$ cat src/rtl/upc_pkg.sv
// Package for the URL percent codec: character constants, the decode
// pending-state type, the queued job type and character helper functions.
// No dependencies.
`default_nettype none

package upc_pkg;

    localparam logic [7:0] CH_PERCENT = 8'h25;
    localparam logic [7:0] CH_PLUS    = 8'h2B;
    localparam logic [7:0] CH_SPACE   = 8'h20;
    localparam logic [7:0] CH_DASH    = 8'h2D;
    localparam logic [7:0] CH_UNDER   = 8'h5F;
    localparam logic [7:0] CH_DOT     = 8'h2E;
    localparam logic [7:0] CH_TILDE   = 8'h7E;

    // Decode-side pending state.
    typedef enum logic [1:0] {
        PEND_NONE,
        PEND_PCT,
        PEND_HIGH
    } pend_state_t;

    // One classified input: up to three result bytes, sent in order b0, b1, b2.
    typedef struct packed {
        logic [7:0] b0;
        logic [7:0] b1;
        logic [7:0] b2;
        logic [1:0] cnt;
        logic       last;
    } job_t;

    function automatic logic is_digit(input logic [7:0] c);
        return (c >= 8'h30) && (c <= 8'h39);
    endfunction

    function automatic logic is_hex(input logic [7:0] c);
        return is_digit(c) || ((c >= 8'h41) && (c <= 8'h46))
            || ((c >= 8'h61) && (c <= 8'h66));
    endfunction

    // Value of a hex digit character; only meaningful where is_hex holds.
    function automatic logic [3:0] nib_of(input logic [7:0] c);
        logic [7:0] v;
        if (is_digit(c))
            v = c - 8'h30;
        else if (c >= 8'h61)
            v = c - 8'h57;
        else
            v = c - 8'h37;
        return v[3:0];
    endfunction

    function automatic logic is_unreserved(input logic [7:0] c);
        return is_digit(c) || ((c >= 8'h41) && (c <= 8'h5A))
            || ((c >= 8'h61) && (c <= 8'h7A))
            || (c == CH_DASH) || (c == CH_UNDER) || (c == CH_DOT) || (c == CH_TILDE);
    endfunction

    // Upper-case hex digit character for a nibble.
    function automatic logic [7:0] hex_char(input logic [3:0] n);
        logic [7:0] c;
        unique case (n)
            4'h0: c = 8'h30;
            4'h1: c = 8'h31;
            4'h2: c = 8'h32;
            4'h3: c = 8'h33;
            4'h4: c = 8'h34;
            4'h5: c = 8'h35;
            4'h6: c = 8'h36;
            4'h7: c = 8'h37;
            4'h8: c = 8'h38;
            4'h9: c = 8'h39;
            4'hA: c = 8'h41;
            4'hB: c = 8'h42;
            4'hC: c = 8'h43;
            4'hD: c = 8'h44;
            4'hE: c = 8'h45;
            default: c = 8'h46;
        endcase
        return c;
    endfunction

    // A plus sign decodes to a space; everything else is literal.
    function automatic logic [7:0] plus_map(input logic [7:0] c);
        return (c == CH_PLUS) ? CH_SPACE : c;
    endfunction

endpackage

`default_nettype wire

$ cat src/rtl/upc_front.sv
// Front end of the URL percent codec: holds the mode register and the decode
// pending state, and turns each accepted byte into a job of 0 to 3 result bytes.
// Depends on upc_pkg.
`default_nettype none

module upc_front (
    input  wire logic           clk,
    input  wire logic           rst_n,
    input  wire logic           cfg_we,
    input  wire logic           cfg_wdata,
    input  wire logic           in_valid,
    output logic                in_ready,
    input  wire logic [7:0]     in_byte,
    input  wire logic           in_last,
    input  wire logic           q_full,
    output logic                push,
    output upc_pkg::job_t       push_job
);

    logic                 mode_reg;
    upc_pkg::pend_state_t state_reg, state_next;
    logic [7:0]           high_reg;
    logic                 accept;
    logic                 b_hex;
    logic                 b_pct_hold;
    upc_pkg::job_t        job;

    assign in_ready   = !q_full;
    assign accept     = in_valid && !q_full;
    assign b_hex      = upc_pkg::is_hex(in_byte);
    // A percent sign starts an escape unless the string ends on it.
    assign b_pct_hold = (in_byte == upc_pkg::CH_PERCENT) && !in_last;

    always_ff @(posedge clk or negedge rst_n) begin
        if (!rst_n) begin
            mode_reg  <= 1'b0;
            state_reg <= upc_pkg::PEND_NONE;
        end else if (cfg_we) begin
            mode_reg  <= cfg_wdata;
            state_reg <= upc_pkg::PEND_NONE;
        end else if (accept && mode_reg) begin
            state_reg <= state_next;
        end
    end

    always_ff @(posedge clk) begin
        if (accept) begin
            high_reg <= in_byte;
        end
    end

    // Next pending state for a decode-mode byte.
    always_comb begin
        state_next = upc_pkg::PEND_NONE;
        unique case (state_reg)
            upc_pkg::PEND_NONE: begin
                if (b_pct_hold)
                    state_next = upc_pkg::PEND_PCT;
            end
            upc_pkg::PEND_PCT: begin
                if (b_hex && !in_last)
                    state_next = upc_pkg::PEND_HIGH;
                else if (!b_hex && b_pct_hold)
                    state_next = upc_pkg::PEND_PCT;
            end
            upc_pkg::PEND_HIGH: begin
                if (!b_hex && b_pct_hold)
                    state_next = upc_pkg::PEND_PCT;
            end
            default: state_next = upc_pkg::PEND_NONE;
        endcase
    end

    // Result bytes for the accepted byte.
    always_comb begin
        job      = '0;
        job.last = in_last;
        if (!mode_reg) begin
            if (upc_pkg::is_unreserved(in_byte)) begin
                job.b0  = in_byte;
                job.cnt = 2'd1;
            end else begin
                job.b0  = upc_pkg::CH_PERCENT;
                job.b1  = upc_pkg::hex_char(in_byte[7:4]);
                job.b2  = upc_pkg::hex_char(in_byte[3:0]);
                job.cnt = 2'd3;
            end
        end else begin
            unique case (state_reg)
                upc_pkg::PEND_NONE: begin
                    if (!b_pct_hold) begin
                        job.b0  = upc_pkg::plus_map(in_byte);
                        job.cnt = 2'd1;
                    end
                end
                upc_pkg::PEND_PCT: begin
                    if (b_hex) begin
                        if (in_last) begin
                            job.b0  = upc_pkg::CH_PERCENT;
                            job.b1  = in_byte;
                            job.cnt = 2'd2;
                        end
                    end else if (b_pct_hold) begin
                        job.b0  = upc_pkg::CH_PERCENT;
                        job.cnt = 2'd1;
                    end else begin
                        job.b0  = upc_pkg::CH_PERCENT;
                        job.b1  = upc_pkg::plus_map(in_byte);
                        job.cnt = 2'd2;
                    end
                end
                upc_pkg::PEND_HIGH: begin
                    if (b_hex) begin
                        job.b0  = {upc_pkg::nib_of(high_reg), upc_pkg::nib_of(in_byte)};
                        job.cnt = 2'd1;
                    end else if (b_pct_hold) begin
                        job.b0  = upc_pkg::CH_PERCENT;
                        job.b1  = high_reg;
                        job.cnt = 2'd2;
                    end else begin
                        job.b0  = upc_pkg::CH_PERCENT;
                        job.b1  = high_reg;
                        job.b2  = upc_pkg::plus_map(in_byte);
                        job.cnt = 2'd3;
                    end
                end
                default: job.cnt = 2'd0;
            endcase
        end
    end

    assign push     = accept && (job.cnt != 2'd0);
    assign push_job = job;

endmodule

`default_nettype wire

$ cat src/rtl/upc_job_queue.sv
// Short job queue between the codec front end and back end.
// Depends on upc_pkg.
`default_nettype none

module upc_job_queue #(
    parameter int Depth = 2
) (
    input  wire logic           clk,
    input  wire logic           rst_n,
    input  wire logic           push,
    input  wire upc_pkg::job_t  push_job,
    input  wire logic           pop,
    output upc_pkg::job_t       head_job,
    output logic                q_valid,
    output logic                q_full
);

    localparam int PtrW = (Depth > 1) ? $clog2(Depth) : 1;
    localparam int CntW = $clog2(Depth + 1);

    upc_pkg::job_t   mem_reg [Depth];
    logic [PtrW-1:0] wr_ptr_reg, rd_ptr_reg;
    logic [CntW-1:0] count_reg;

    function automatic logic [PtrW-1:0] ptr_inc(input logic [PtrW-1:0] p);
        return (p == PtrW'(Depth - 1)) ? '0 : p + 1'b1;
    endfunction

    assign q_valid  = (count_reg != '0);
    assign q_full   = (count_reg == CntW'(Depth));
    assign head_job = mem_reg[rd_ptr_reg];

    always_ff @(posedge clk or negedge rst_n) begin
        if (!rst_n) begin
            wr_ptr_reg <= '0;
            rd_ptr_reg <= '0;
            count_reg  <= '0;
        end else begin
            if (push)
                wr_ptr_reg <= ptr_inc(wr_ptr_reg);
            if (pop)
                rd_ptr_reg <= ptr_inc(rd_ptr_reg);
            if (push && !pop)
                count_reg <= count_reg + 1'b1;
            else if (pop && !push)
                count_reg <= count_reg - 1'b1;
        end
    end

    always_ff @(posedge clk) begin
        if (push)
            mem_reg[wr_ptr_reg] <= push_job;
    end

endmodule

`default_nettype wire

$ cat src/rtl/upc_back.sv
// Back end of the URL percent codec: walks the bytes of the head job and
// drives the registered output channel. Depends on upc_pkg.
`default_nettype none

module upc_back (
    input  wire logic           clk,
    input  wire logic           rst_n,
    input  wire logic           q_valid,
    input  wire upc_pkg::job_t  head_job,
    output logic                pop,
    output logic                out_valid,
    input  wire logic           out_ready,
    output logic [7:0]          out_byte,
    output logic                out_last
);

    logic [1:0] idx_reg, idx_next;
    logic       out_valid_reg, out_valid_next;
    logic [7:0] out_byte_reg;
    logic       out_last_reg;
    logic       load;
    logic       at_end;
    logic [7:0] sel_byte;

    assign load   = q_valid && (!out_valid_reg || out_ready);
    assign at_end = (idx_reg == 2'(head_job.cnt - 2'd1));
    assign pop    = load && at_end;

    always_comb begin
        unique case (idx_reg)
            2'd0:    sel_byte = head_job.b0;
            2'd1:    sel_byte = head_job.b1;
            default: sel_byte = head_job.b2;
        endcase
    end

    always_comb begin
        idx_next       = idx_reg;
        out_valid_next = out_valid_reg && !out_ready;
        if (load) begin
            idx_next       = at_end ? 2'd0 : idx_reg + 2'd1;
            out_valid_next = 1'b1;
        end
    end

    always_ff @(posedge clk or negedge rst_n) begin
        if (!rst_n) begin
            idx_reg       <= 2'd0;
            out_valid_reg <= 1'b0;
        end else begin
            idx_reg       <= idx_next;
            out_valid_reg <= out_valid_next;
        end
    end

    always_ff @(posedge clk) begin
        if (load) begin
            out_byte_reg <= sel_byte;
            out_last_reg <= head_job.last && at_end;
        end
    end

    assign out_valid = out_valid_reg;
    assign out_byte  = out_byte_reg;
    assign out_last  = out_last_reg;

endmodule

`default_nettype wire

$ cat src/rtl/url_percent_codec.sv
// Top level of the URL percent codec: front end, job queue and back end.
// Depends on upc_pkg, upc_front, upc_job_queue and upc_back.
//
// Usage: bytes of a string enter on the input channel (in_valid/in_ready,
// in_byte, in_last) and converted bytes leave on the output channel
// (out_valid/out_ready, out_byte, out_last), one byte per transaction.
// The mode register is written with cfg_we/cfg_wdata (0 encodes, 1 decodes).
// The user must write it only while the block is idle; the block does not enforce
// this itself. A write also drops any held escape bytes. The front end takes one
// input transaction per cycle while the job queue has room and classifies it into
// zero to three result bytes; a percent sign or a high hex digit being held for an
// escape produces nothing yet. The back end sends one result byte per cycle from
// the head of the queue while the receiver is ready. The first result byte of an
// input passes through the job queue and then the output register before out_valid
// shows it, when the output side is free. Inputs that give one byte or none are
// taken one per cycle while the receiver keeps up; an input that gives several
// bytes holds the output channel for each of them in turn, so the sustained rate
// is set by the one-byte output register.
// When the receiver stalls, the output register holds its byte, the queue
// fills, and in_ready drops once QUEUE_DEPTH jobs wait.
// Reset clears the mode to encode, the pending escape state, the queue and
// the output valid flag.
`default_nettype none

module url_percent_codec #(
    parameter int QUEUE_DEPTH = 2
) (
    input  wire logic           clk,
    input  wire logic           rst_n,
    input  wire logic           cfg_we,
    input  wire logic           cfg_wdata,
    input  wire logic           in_valid,
    output logic                in_ready,
    input  wire logic [7:0]     in_byte,
    input  wire logic           in_last,
    output logic                out_valid,
    input  wire logic           out_ready,
    output logic [7:0]          out_byte,
    output logic                out_last
);

    logic          push;
    logic          pop;
    logic          q_valid;
    logic          q_full;
    upc_pkg::job_t push_job;
    upc_pkg::job_t head_job;

    // Classifies each input byte and tracks the decode escape state.
    upc_front u_front (
        .clk       (clk),
        .rst_n     (rst_n),
        .cfg_we    (cfg_we),
        .cfg_wdata (cfg_wdata),
        .in_valid  (in_valid),
        .in_ready  (in_ready),
        .in_byte   (in_byte),
        .in_last   (in_last),
        .q_full    (q_full),
        .push      (push),
        .push_job  (push_job)
    );

    // Decouples input acceptance from output stalls.
    upc_job_queue #(
        .Depth (QUEUE_DEPTH)
    ) u_queue (
        .clk      (clk),
        .rst_n    (rst_n),
        .push     (push),
        .push_job (push_job),
        .pop      (pop),
        .head_job (head_job),
        .q_valid  (q_valid),
        .q_full   (q_full)
    );

    // Serializes each job onto the output channel.
    upc_back u_back (
        .clk       (clk),
        .rst_n     (rst_n),
        .q_valid   (q_valid),
        .head_job  (head_job),
        .pop       (pop),
        .out_valid (out_valid),
        .out_ready (out_ready),
        .out_byte  (out_byte),
        .out_last  (out_last)
    );

endmodule

`default_nettype wire

$ cat config.mk
export PLATFORM = sky130hd
export DESIGN_NAME = url_percent_codec
export DESIGN_NICKNAME = d
export VERILOG_FILES = /design/src/rtl/upc_pkg.sv /design/src/rtl/upc_front.sv /design/src/rtl/upc_job_queue.sv /design/src/rtl/upc_back.sv /design/src/rtl/url_percent_codec.sv
export SDC_FILE = /design/constraint.sdc
export NUM_CORES = 1
export LEC_CHECK = 0
export BUFFER_PORTS_ARGS = -buffer_cell sky130_fd_sc_hd__buf_2
export CAP_MARGIN = 10
export CORE_ASPECT_RATIO = 2
export CORE_MARGIN = 3
export CORE_UTILIZATION = 45
export CTS_CLUSTER_SIZE = 12
export DETAILED_ROUTE_END_ITERATION = 6
export SYNTH_ARGS = -nofsm -noshare
export SYNTH_HDL_FRONTEND = slang
export SYNTH_SLANG_ARGS = --single-unit
$ cat constraint.sdc
create_clock -name clk -period 6.85 [get_ports clk]
set_clock_uncertainty 0.05 [all_clocks]
set_input_delay 0.3425 -clock clk [delete_from_list [all_inputs] [get_ports clk]]
set_output_delay 0.3425 -clock clk [all_outputs]
set_load 0.005 [all_outputs]
Word level (Yosys, flattened, before mapping) --
Memory sizes are Yosys's and may differ from the RTL's. Cells that the tools add are included.
Word-level totals: bits in writable memories 54, bits of input ports 15, memories 3, output and inout port bits 11, logic and storage cells 126, bits in read-only memories 224, bits in latches 0, bits in registers 27
Cells by class: shifts and indexed selects 0, multiplexer cells 39, reductions and logical operators 40, bitwise logic cells 0, $mul 0, add/subtract/negate cells 12, order comparisons 11, divide/modulo/power cells 0, equal/unequal tests 11
Memory list:
- (no name shown) | words 16, bits a word 7, rd ports 1, clocked after Yosys merged registers in 0, write ports 0, line upc_pkg.sv:62 | unique case (n)
- (no name shown) | words 16, bits a word 7, rd ports 1, clocked after Yosys merged registers in 0, write ports 0, line upc_pkg.sv:62
- u_queue.mem_reg | words 2, bits a word 27, rd ports 1, clocked after Yosys merged registers in 0, write ports 1, line upc_job_queue.sv:21 | upc_pkg::job_t mem_reg [Depth];
Operator list (number):
- two-way mux 8 bit | 5
- equality test 8 x 6 -> 1 bit (second input constant) | 4
- less-or-equal comparator 8 x 7 -> 1 bit (second input constant) | 4
- two-way mux 16 bit | 2
- case mux 8 bit (2 select lines) | 2
- two-way mux 14 bit | 2
- two-way mux 26 bit | 1
- greater-or-equal comparator 8 x 7 -> 1 bit (second input constant) | 3
- case mux 8 bit (3 select lines) | 1
- two-way mux 2 bit | 11
- logical AND 1 bit | 18
- equality test 8 x 7 -> 1 bit (second input constant) | 2
- greater-or-equal comparator 8 x 6 -> 1 bit (second input constant) | 2
- less-or-equal comparator 8 x 6 -> 1 bit (second input constant) | 2
- two-way mux 4 bit | 4
- subtractor 4 x 3 -> 4 bit (second input constant) | 4
- case mux 2 bit (3 select lines) | 2
- logical OR 1 bit | 9
- two-way mux 1 bit | 9
- nonzero test 2 bit | 4
- subtractor 4 x 1 -> 4 bit (second input constant) | 2
- logical NOT 1 bit | 7
- adder 2 x 1 -> 2 bit (second input constant) | 2
- equality test 2 x 1 -> 1 bit (second input constant) | 2
- other kinds (5) | 9

Depth between registers and ports, before layout --
Gate-level depths: netlist (run 1).
word-level depth 16, gate-level depth with buffers 13, depth with buffers taken out 12

Hierarchy --
From an unflattened synthesis (run 1), not the netlist that was laid out.
Unflattened totals: cell total of the unflattened synthesis 390, area, all modules 4698.3 um2
Modules (own cells, without submodules):
- upc_job_queue | times used 1, seq. area each 1721.7 um2, area each 2237.1 um2, cells each 100
- upc_front | times used 1, seq. area each 315.3 um2, area each 1829.3 um2, cells each 228
- upc_back | times used 1, seq. area each 345.3 um2, area each 631.9 um2, cells each 62

Worst setup path after synthesis (run 1) --
Ideal clock, no wire load.
path kind input port to flip-flop, start input port in_byte[1], end memory u_queue.mem_reg[0][0] (netlist bit), enable pin, library setup time 0.414 ns, arrival 3.732 ns, data required time 6.386 ns, slack 2.654 ns, stages 10, buffers on the path 1, cells stage by stage clkbuf_1 > inv_1 > ha_1 > or4b_4 > a311oi_2 > a21oi_2 > nor3b_2 > nor3b_1 > a221oi_2 > nor2b_1
On the way: word-level cells in the longest chain between the ends 14, elaborated cells on any way between the ends 39, those cells by class 8 x order compare; 5 x eq/ne; 10 x mux; 16 x reduce/logical
RTL lines:
- start, declared | line url_percent_codec.sv:34 | input wire logic [7:0] in_byte,
- greater-or-equal comparator 8 x 6 -> 1 bit, or another cell as far along | line upc_pkg.sv:33 | return (c >= 8'h30) && (c <= 8'h39);
- logical AND 1 bit (on tied branches) | line upc_pkg.sv:33, upc_pkg.sv:54
- logical OR 1 bit | line upc_pkg.sv:54 | return is_digit(c) || ((c >= 8'h41) && (c <= 8'h5A))
- logical OR 1 bit | line upc_pkg.sv:55 | || ((c >= 8'h61) && (c <= 8'h7A))
- logical OR 1 bit (4 in a row) | line upc_pkg.sv:56 | || (c == CH_DASH) || (c == CH_UNDER) || (c == CH_DOT) || (c == CH_TILDE);
- two-way mux 2 bit | line upc_front.sv:79 | if (upc_pkg::is_unreserved(in_byte)) begin
- two-way mux 26 bit (*) | line upc_front.sv:78 | if (!mode_reg) begin
- nonzero test 2 bit (*) | line upc_front.sv:132 | assign push = accept && (job.cnt != 2'd0);
- logical AND 1 bit (*) | line upc_front.sv:132
- via push | line url_percent_codec.sv:42 | logic push;
- two-way mux 1 bit (*) | line upc_job_queue.sv:51 | if (push)
- two-way mux 1 bit (not written as such) (*) | line upc_job_queue.sv:52 | mem_reg[wr_ptr_reg] <= push_job;
- end, declared | line upc_job_queue.sv:21
Mark *: on every way through the listed nets, which the timed path passes. The rest lies on a longest branch.

Worst setup path after layout (run 1) --
start input port in_byte[1], end memory u_queue.mem_reg[0][25] (netlist bit), enable pin
The elaborated chain is that of the path after synthesis.

==> results.json, run 1 <==
{
  "status": "finished clean",
  "worstSetupStartpointType": "input port",
  "synthFlopType": "edfxtp_1",
  "setup_viol": 0,
  "ctsResizeCount": 0,
  "reg2reg_depth": 8,
  "grt_pass1_vias": 3199,
  "crit_arrival_ps": 3590,
  "fin_crit_sh": 0.5318,
  "synth_top_area_share": 0.4866,
  "use_met1": 0.2141,
  "htree_levels": 3,
  "grt_use_total": 0.2052,
  "rsz0062_at_grt": "false",
  "max_cap_violations": 0,
  "fmaxAchievable_ghz": 0.2745,
  "drc": 0,
  "crit_fanout": 27,
  "start_util": 0.4638,
  "setup_tns_ps": 0,
  "io-pin-count": 26,
  "cp-end-kind": "register",
  "synth_area_per_cell_um2": 11.32,
  "rr_endpoint": "u_queue.mem_reg[0][25]",
  "synth-seq-cells": 81,
  "drtIter0Drc": 213,
  "fin_area_um2": 4917,
  "hold_buffers": 1,
  "largest_reg_flops": 54,
  "period_needed_ps": 3643,
  "synth.area.top_cells": "edfxtp_1 49%, ha_1 6.0%, dfrtp_1 5.7%",
  "numCtsBuffers": 9,
  "worstMarginPinSlew_ps": 1086,
  "p_total_w": 0.001719,
  "synth_edf_count": 71,
  "vias": 3168,
  "avgViaCountPerCell": 5.867,
  "placedInstanceArea_um2": 4604,
  "coreArea_um2": 9447,
  "startpoint": "in_byte[1]",
  "maxSlewHeadroom": 0.2731,
  "numClockSinks": 81,
  "place_congestion": 0.9504,
  "fillers": 833,
  "post-cts-setup-buffers": 0,
  "power_density_nw_per_um2": 349.5,
  "synth_nets": 423,
  "async_reset_ff_frac": 0.1235,
  "grt_start_max_net_pins": 28,
  "totalWireLength_um": 10540,
  "area_delta_synth_final_pct": 12.22,
  "dpl.hpwl_um": 8014,
  "vdd_ir_drop_max_mv": 0.1468,
  "yosys_warnings": 0,
  "layout-drive-gt1-share": 0.1366,
  "fp.dieW_um": 75.78,
  "syn_area_um2": 4382,
  "synth.distinct_cells": 59,
  "grt_busiest_layer": "met2",
  "hp-class": "input port to register",
  "crit_end": "u_queue.mem_reg[0][25]",
  "diodes": 0,
  "firstDrtPassIters": 5,
  "seq_area_frac_synth": 0.5437,
  "antenna_found_initial": 0,
  "clk_pin_slew_ps": 60,
  "netlist_instances": 387,
  "required_ps": 6790,
  "hold_viol_final": 0,
  "synth_largest_area_cell": "edfxtp_1",
  "r2r_start": "u_front.state_reg[0]",
  "use_met2": 0.3548,
  "criticalPathCategory": "input port to register",
  "port_buffers": 25,
  "reg2reg_slack_ps": 3590,
  "clkLatencyLatePin_ps": 330,
  "fp.dieArea_um2": 11030,
  "num_rows": 50,
  "cellLeakagePower_nw": 1.853,
  "grt_first_pass_wirelength_um": 16650,
  "ant_nets": 0,
  "root_buffer": "clkbuf_16",
  "met3_usage": 0.03665,
  "fin_nets": 441,
  "die_h_um": 145.6,
  "grt_overflow": 0,
  "hold_depth": 2,
  "final-max-slew-violation-count": 0,
  "cts.path.max_buffers": 2,
  "post_drt_wl_per_cell_um": 19.52,
  "cts_tree": "built"
}
==> how the worst min path moves through the flow <==
stage	start	to	slack [ps]
3_3_place_gp	rst_n	u_front.mode_reg	160
4_1_cts	cfg_we	u_front.state_reg[0]	140
2_1_floorplan	rst_n	u_back.idx_reg[0]	-3
5_1_grt	cfg_we	u_front.state_reg[1]	150
6_report	cfg_we	u_front.state_reg[1]	150
3_5_place_dp	rst_n	u_front.state_reg[0]	170
==> layer usage <==
| layer | up-vias | share of wire |
|---|---|---|
| met1 | 1509 | 0.34 |
| met3 | 46 | 0.040 |
| li1 | 1498 | - |
| met2 | 115 | 0.55 |
| met5 | - | 0 |
| met4 | 0 | 0.070 |
==> cell families (layout without fill, tap and decap cells) <==
kind of cell | count (synthesis) | count (layout) | synth area share
muxes | 9 | 9 | 0.02113
buffers and inverters | 39 | 62 | 0.03598
adders and majority gates | 21 | 21 | 0.05997
DFF | 81 | 81 | 0.5437
and+or+nand+nor | 110 | 110 | 0.1285
AOI/OAI and AO/OA | 118 | 118 | 0.1927
xor gates and xnor gates | 9 | 9 | 0.01799
==> area by class of cell <==
type | count | area, µm² | area share
flip-flops and latches | 81 | 2382 | 0.4845
multi-input cells | 267 | 1844 | 0.3751
clock buffers | 13 | 282.8 | 0.05751
repair buffers | 30 | 165.2 | 0.03359
well taps | 130 | 162.7 | 0.03308
inverters | 16 | 60.06 | 0.01221
clock inverters | 3 | 20.02 | 0.004071
==> critical path, stage by stage <==
cell and delay [ps]:
buf_2 220, inv_1 140, ha_1 250, or4b_4 570, a311oi_2 300, a21oi_2 90
nor3b_2 560, nor3b_1 140, a221oi_2 400, nor2b_2 200, buf_4 330
==> cell usage after synthesis (2+ instances only) <==
cell type and count:
and3_1 3, clkbuf_1 19, buf_2 3, inv_1 16, a31oi_1 13, nor3b_1 3, and2_1 5, a22o_1 11
xor2_1 4, nand3_1 9, a21o_1 4, mux2_2 2, nand3b_1 2, and2_0 2, xnor2_1 5, o22ai_1 4
edfxtp_1 71, nand2b_1 7, a21boi_0 2, nand4_1 4, a22oi_1 10, mux2i_1 7, o21ai_0 20, nand2_1 35
dfrtp_1 10, o2bb2ai_1 3, a211oi_1 8, o211ai_1 2, nor2b_1 8, a32oi_1 2, a21oi_1 14, a221o_1 4
o21ai_1 2, nor2_1 20, nor3_1 7, a2111oi_0 2, ha_1 21, o21a_1 2
==> report_power, final <==
part	internal, W	switching (W)
Sequential	0.000715	0.0000705
Combinational	0.000181	0.000284
Clock	0.000290	0.000178
Total	0.00119	0.000533
==> cells in the final DEF, fill, tap and decap left out, drive strengths merged, types with 8 or more instances in the layout <==
master / instances
o21ai: 23
buf: 29
edfxtp: 71
nor2b: 8
clkbuf: 13
nor2: 20
ha: 21
nand3: 9
a211oi: 8
nor3: 8
inv: 17
a22o: 11
a21oi: 15
nand2: 35
a31oi: 13
dfrtp: 10
a22oi: 10
==> stage by stage <==
| stage | hold WS (ps) | utilization | setup slack [ps] | cells |
|---|---|---|---|---|
| after global routing | 147.2 | 0.5205 | 3006 | 540 |
| after global placement | 162.2 | 0.4874 | 2987 | 523 |
| after detailed placement | 173.4 | 0.4874 | 2911 | 523 |
| final | 145.0 | 0.5205 | 3207 | 540 |
| after CTS | 140.4 | 0.5205 | 3238 | 540 |
| after floorplan | -3.091 | - | 2654 | 387 |
Power figures use the tool's default switching activity.
==> inputs of run 2 (changes only) <==
- clock period: 6.85 -> 2.9 ns (I/O delays scaled with it)
==> run 2 against run 1 <==
- sequential cell count did not move
- clock power rose to 2.6 times the previous value
- register-to-register slack got worse by 3500 ps
- critical endpoint is now u_queue.mem_reg[1][24]
- hold slack got worse by 120 ps
- non-clock buffer count rose by 30
- highest routed layer unchanged
- worst setup slack got worse by 3100 ps
- die area did not move
- final cell count rose by 5.6%
- largest cell class unchanged
- utilization rose by 3.6 points
- sequential power rose by 130%
==> results.json, run 2 (synthesis gave the netlist of run 1 again) <==
{
  "ant_nets": 0,
  "use_met1": 0.2357,
  "fin_crit_sh": 0.9518,
  "period_needed_ps": 2760,
  "hold_depth": 3,
  "met3_usage": 0.03389,
  "layout-drive-gt1-share": 0.2091,
  "clkLatencyLatePin_ps": 320,
  "hold_ws_ps": 29.66,
  "num_rows": 50,
  "cellLeakagePower_nw": 2.009,
  "start_util": 0.4638,
  "area_delta_synth_final_pct": 19.93,
  "cts.path.max_buffers": 2,
  "use_met2": 0.3857,
  "antenna_found_initial": 0,
  "status": "finished clean",
  "dpl.hpwl_um": 8728,
  "firstDrtPassIters": 5,
  "fp.dieArea_um2": 11030,
  "layout.cells.non_filler": 570,
  "worstSetupStartpointType": "register",
  "setup_viol": 0,
  "crit_fanout": 5,
  "fmaxAchievable_ghz": 0.3623,
  "drc": 0,
  "grt_use_total": 0.2225,
  "post_drt_wl_per_cell_um": 19.88,
  "io-pin-count": 26,
  "post-cts-setup-buffers": 0,
  "required_ps": 2900,
  "vdd_ir_drop_max_mv": 0.3436,
  "worstMarginPinSlew_ps": 1130,
  "clk_pin_slew_ps": 60,
  "rr_endpoint": "u_queue.mem_reg[1][24]",
  "final_cell_mix": "71 x edfxtp_1, 35 x nand2_1, 30 x buf_4",
  "grt_start_max_net_pins": 28,
  "mostFrequentLayoutCell": "edfxtp_1",
  "totalWireLength_um": 11330,
  "root_buffer": "clkbuf_16",
  "multiInputGateArea_um2": 1894,
  "min_to": "u_back.out_valid",
  "crit_arrival_ps": 2760,
  "grt_pass1_vias": 3469,
  "fillers": 820,
  "criticalPathCategory": "register to register",
  "die_h_um": 145.6,
  "port_buffers": 25,
  "grt_busiest_layer": "met2",
  "max_cap_violations": 0,
  "dp.cells": 551,
  "cp-end-kind": "register",
  "grt_first_pass_wirelength_um": 18130,
  "drtIter0Drc": 200,
  "grt_overflow": 0,
  "hold_start": "out_ready",
  "reg2reg_slack_ps": 140,
  "power_density_nw_per_um2": 810.9,
  "r2r_start": "u_front.high_reg[0]",
  "maxSlewHeadroom": 0.2439,
  "final-max-slew-violation-count": 0,
  "vias": 3278,
  "reg2reg_depth": 8,
  "hold_viol_final": 0,
  "hp-class": "input port to register",
  "cts_tree": "built",
  "final_core_util": 0.5563,
  "fp.dieW_um": 75.78,
  "place_congestion": 0.9851,
  "diodes": 0,
  "numClockSinks": 81,
  "coreArea_um2": 9447,
  "register_area_um2": 2382,
  "fin_nets": 471,
  "htree_levels": 3,
  "largest_reg_flops": 54,
  "numCtsBuffers": 9,
  "avgViaCountPerCell": 5.751
}
run 2: cell types whose count changed in the layout (fill, tap and decap cells not counted), sizes merged:
cell / before / now
buf: 29 / 57
bufinv: 0 / 2
clkbuf: 13 / 9
clkinv: 2 / 0
clkinvlp: 0 / 3
dlygate4sd3: 1 / 3
inv: 17 / 18
run 2: worst max-delay path: stages, from the launching register on:
cell and delay, ps:
edfxtp_1 490, inv_1 160, ha_1 170, o21bai_1 60
a2111oi_1 410, buf_4 200, mux2_2 360, a2111oi_1 430
o22ai_1 160
run 2: power by group:
group,switching [W],internal [W],total [W]
sequential,0.000127,0.00169,0.00182
clock,0.000443,0.000759,0.00120
combinational,0.000740,0.000503,0.00124
run 2: worst max path at each step:
stage	from	endpoint	slack (ps)	cells past startpoint
2_1_floorplan	in_byte[1]	u_queue.mem_reg[0][0]	-20	10
3_3_place_gp	in_byte[5]	u_queue.mem_reg[1][24]	-70	12
3_5_place_dp	in_byte[5]	u_queue.mem_reg[1][24]	-100	12
4_1_cts	u_front.high_reg[0]	u_queue.mem_reg[0][24]	90	8
5_1_grt	u_front.high_reg[0]	u_queue.mem_reg[1][24]	-60	8
6_report	u_front.high_reg[0]	u_queue.mem_reg[1][24]	140	8
run 2: cell type report:
type / count / share of cell area
flip-flops and latches: 81 / 0.4533
clock buffers: 9 / 0.04286
multi-input cells: 267 / 0.3605
well taps: 130 / 0.03095
clock inverters: 7 / 0.01905
repair buffers: 60 / 0.08000
inverters: 16 / 0.01333
run 2: timing repair:
item	4_1_cts	5_1_grt
hold buffers	3	0
resized for setup	0	3
endpoints found under the hold margin	13	0
setup endpoints to repair	0	6
run 2: metrics by stage:
stage | area, µm² | worst slack, ps | TNS (ps) | total power [W]
finish | 5255 | 139.8 | 0 | 0.004261
floorplan | 4462 | -17.53 | -473.3 | 0.002634
global placement | 4886 | -65.18 | -130.4 | 0.003065
global route | 5255 | -59.14 | -118.1 | 0.004537
CTS | 5241 | 88.87 | 0 | 0.004313
detailed placement | 4886 | -101.1 | -3520 | 0.003096
run 2: layer usage:
layer,part of all wire,wire (µm)
met1,0.36,4091
met2,0.56,6370
met3,0.024,269
met4,0.053,601
met5,0,0
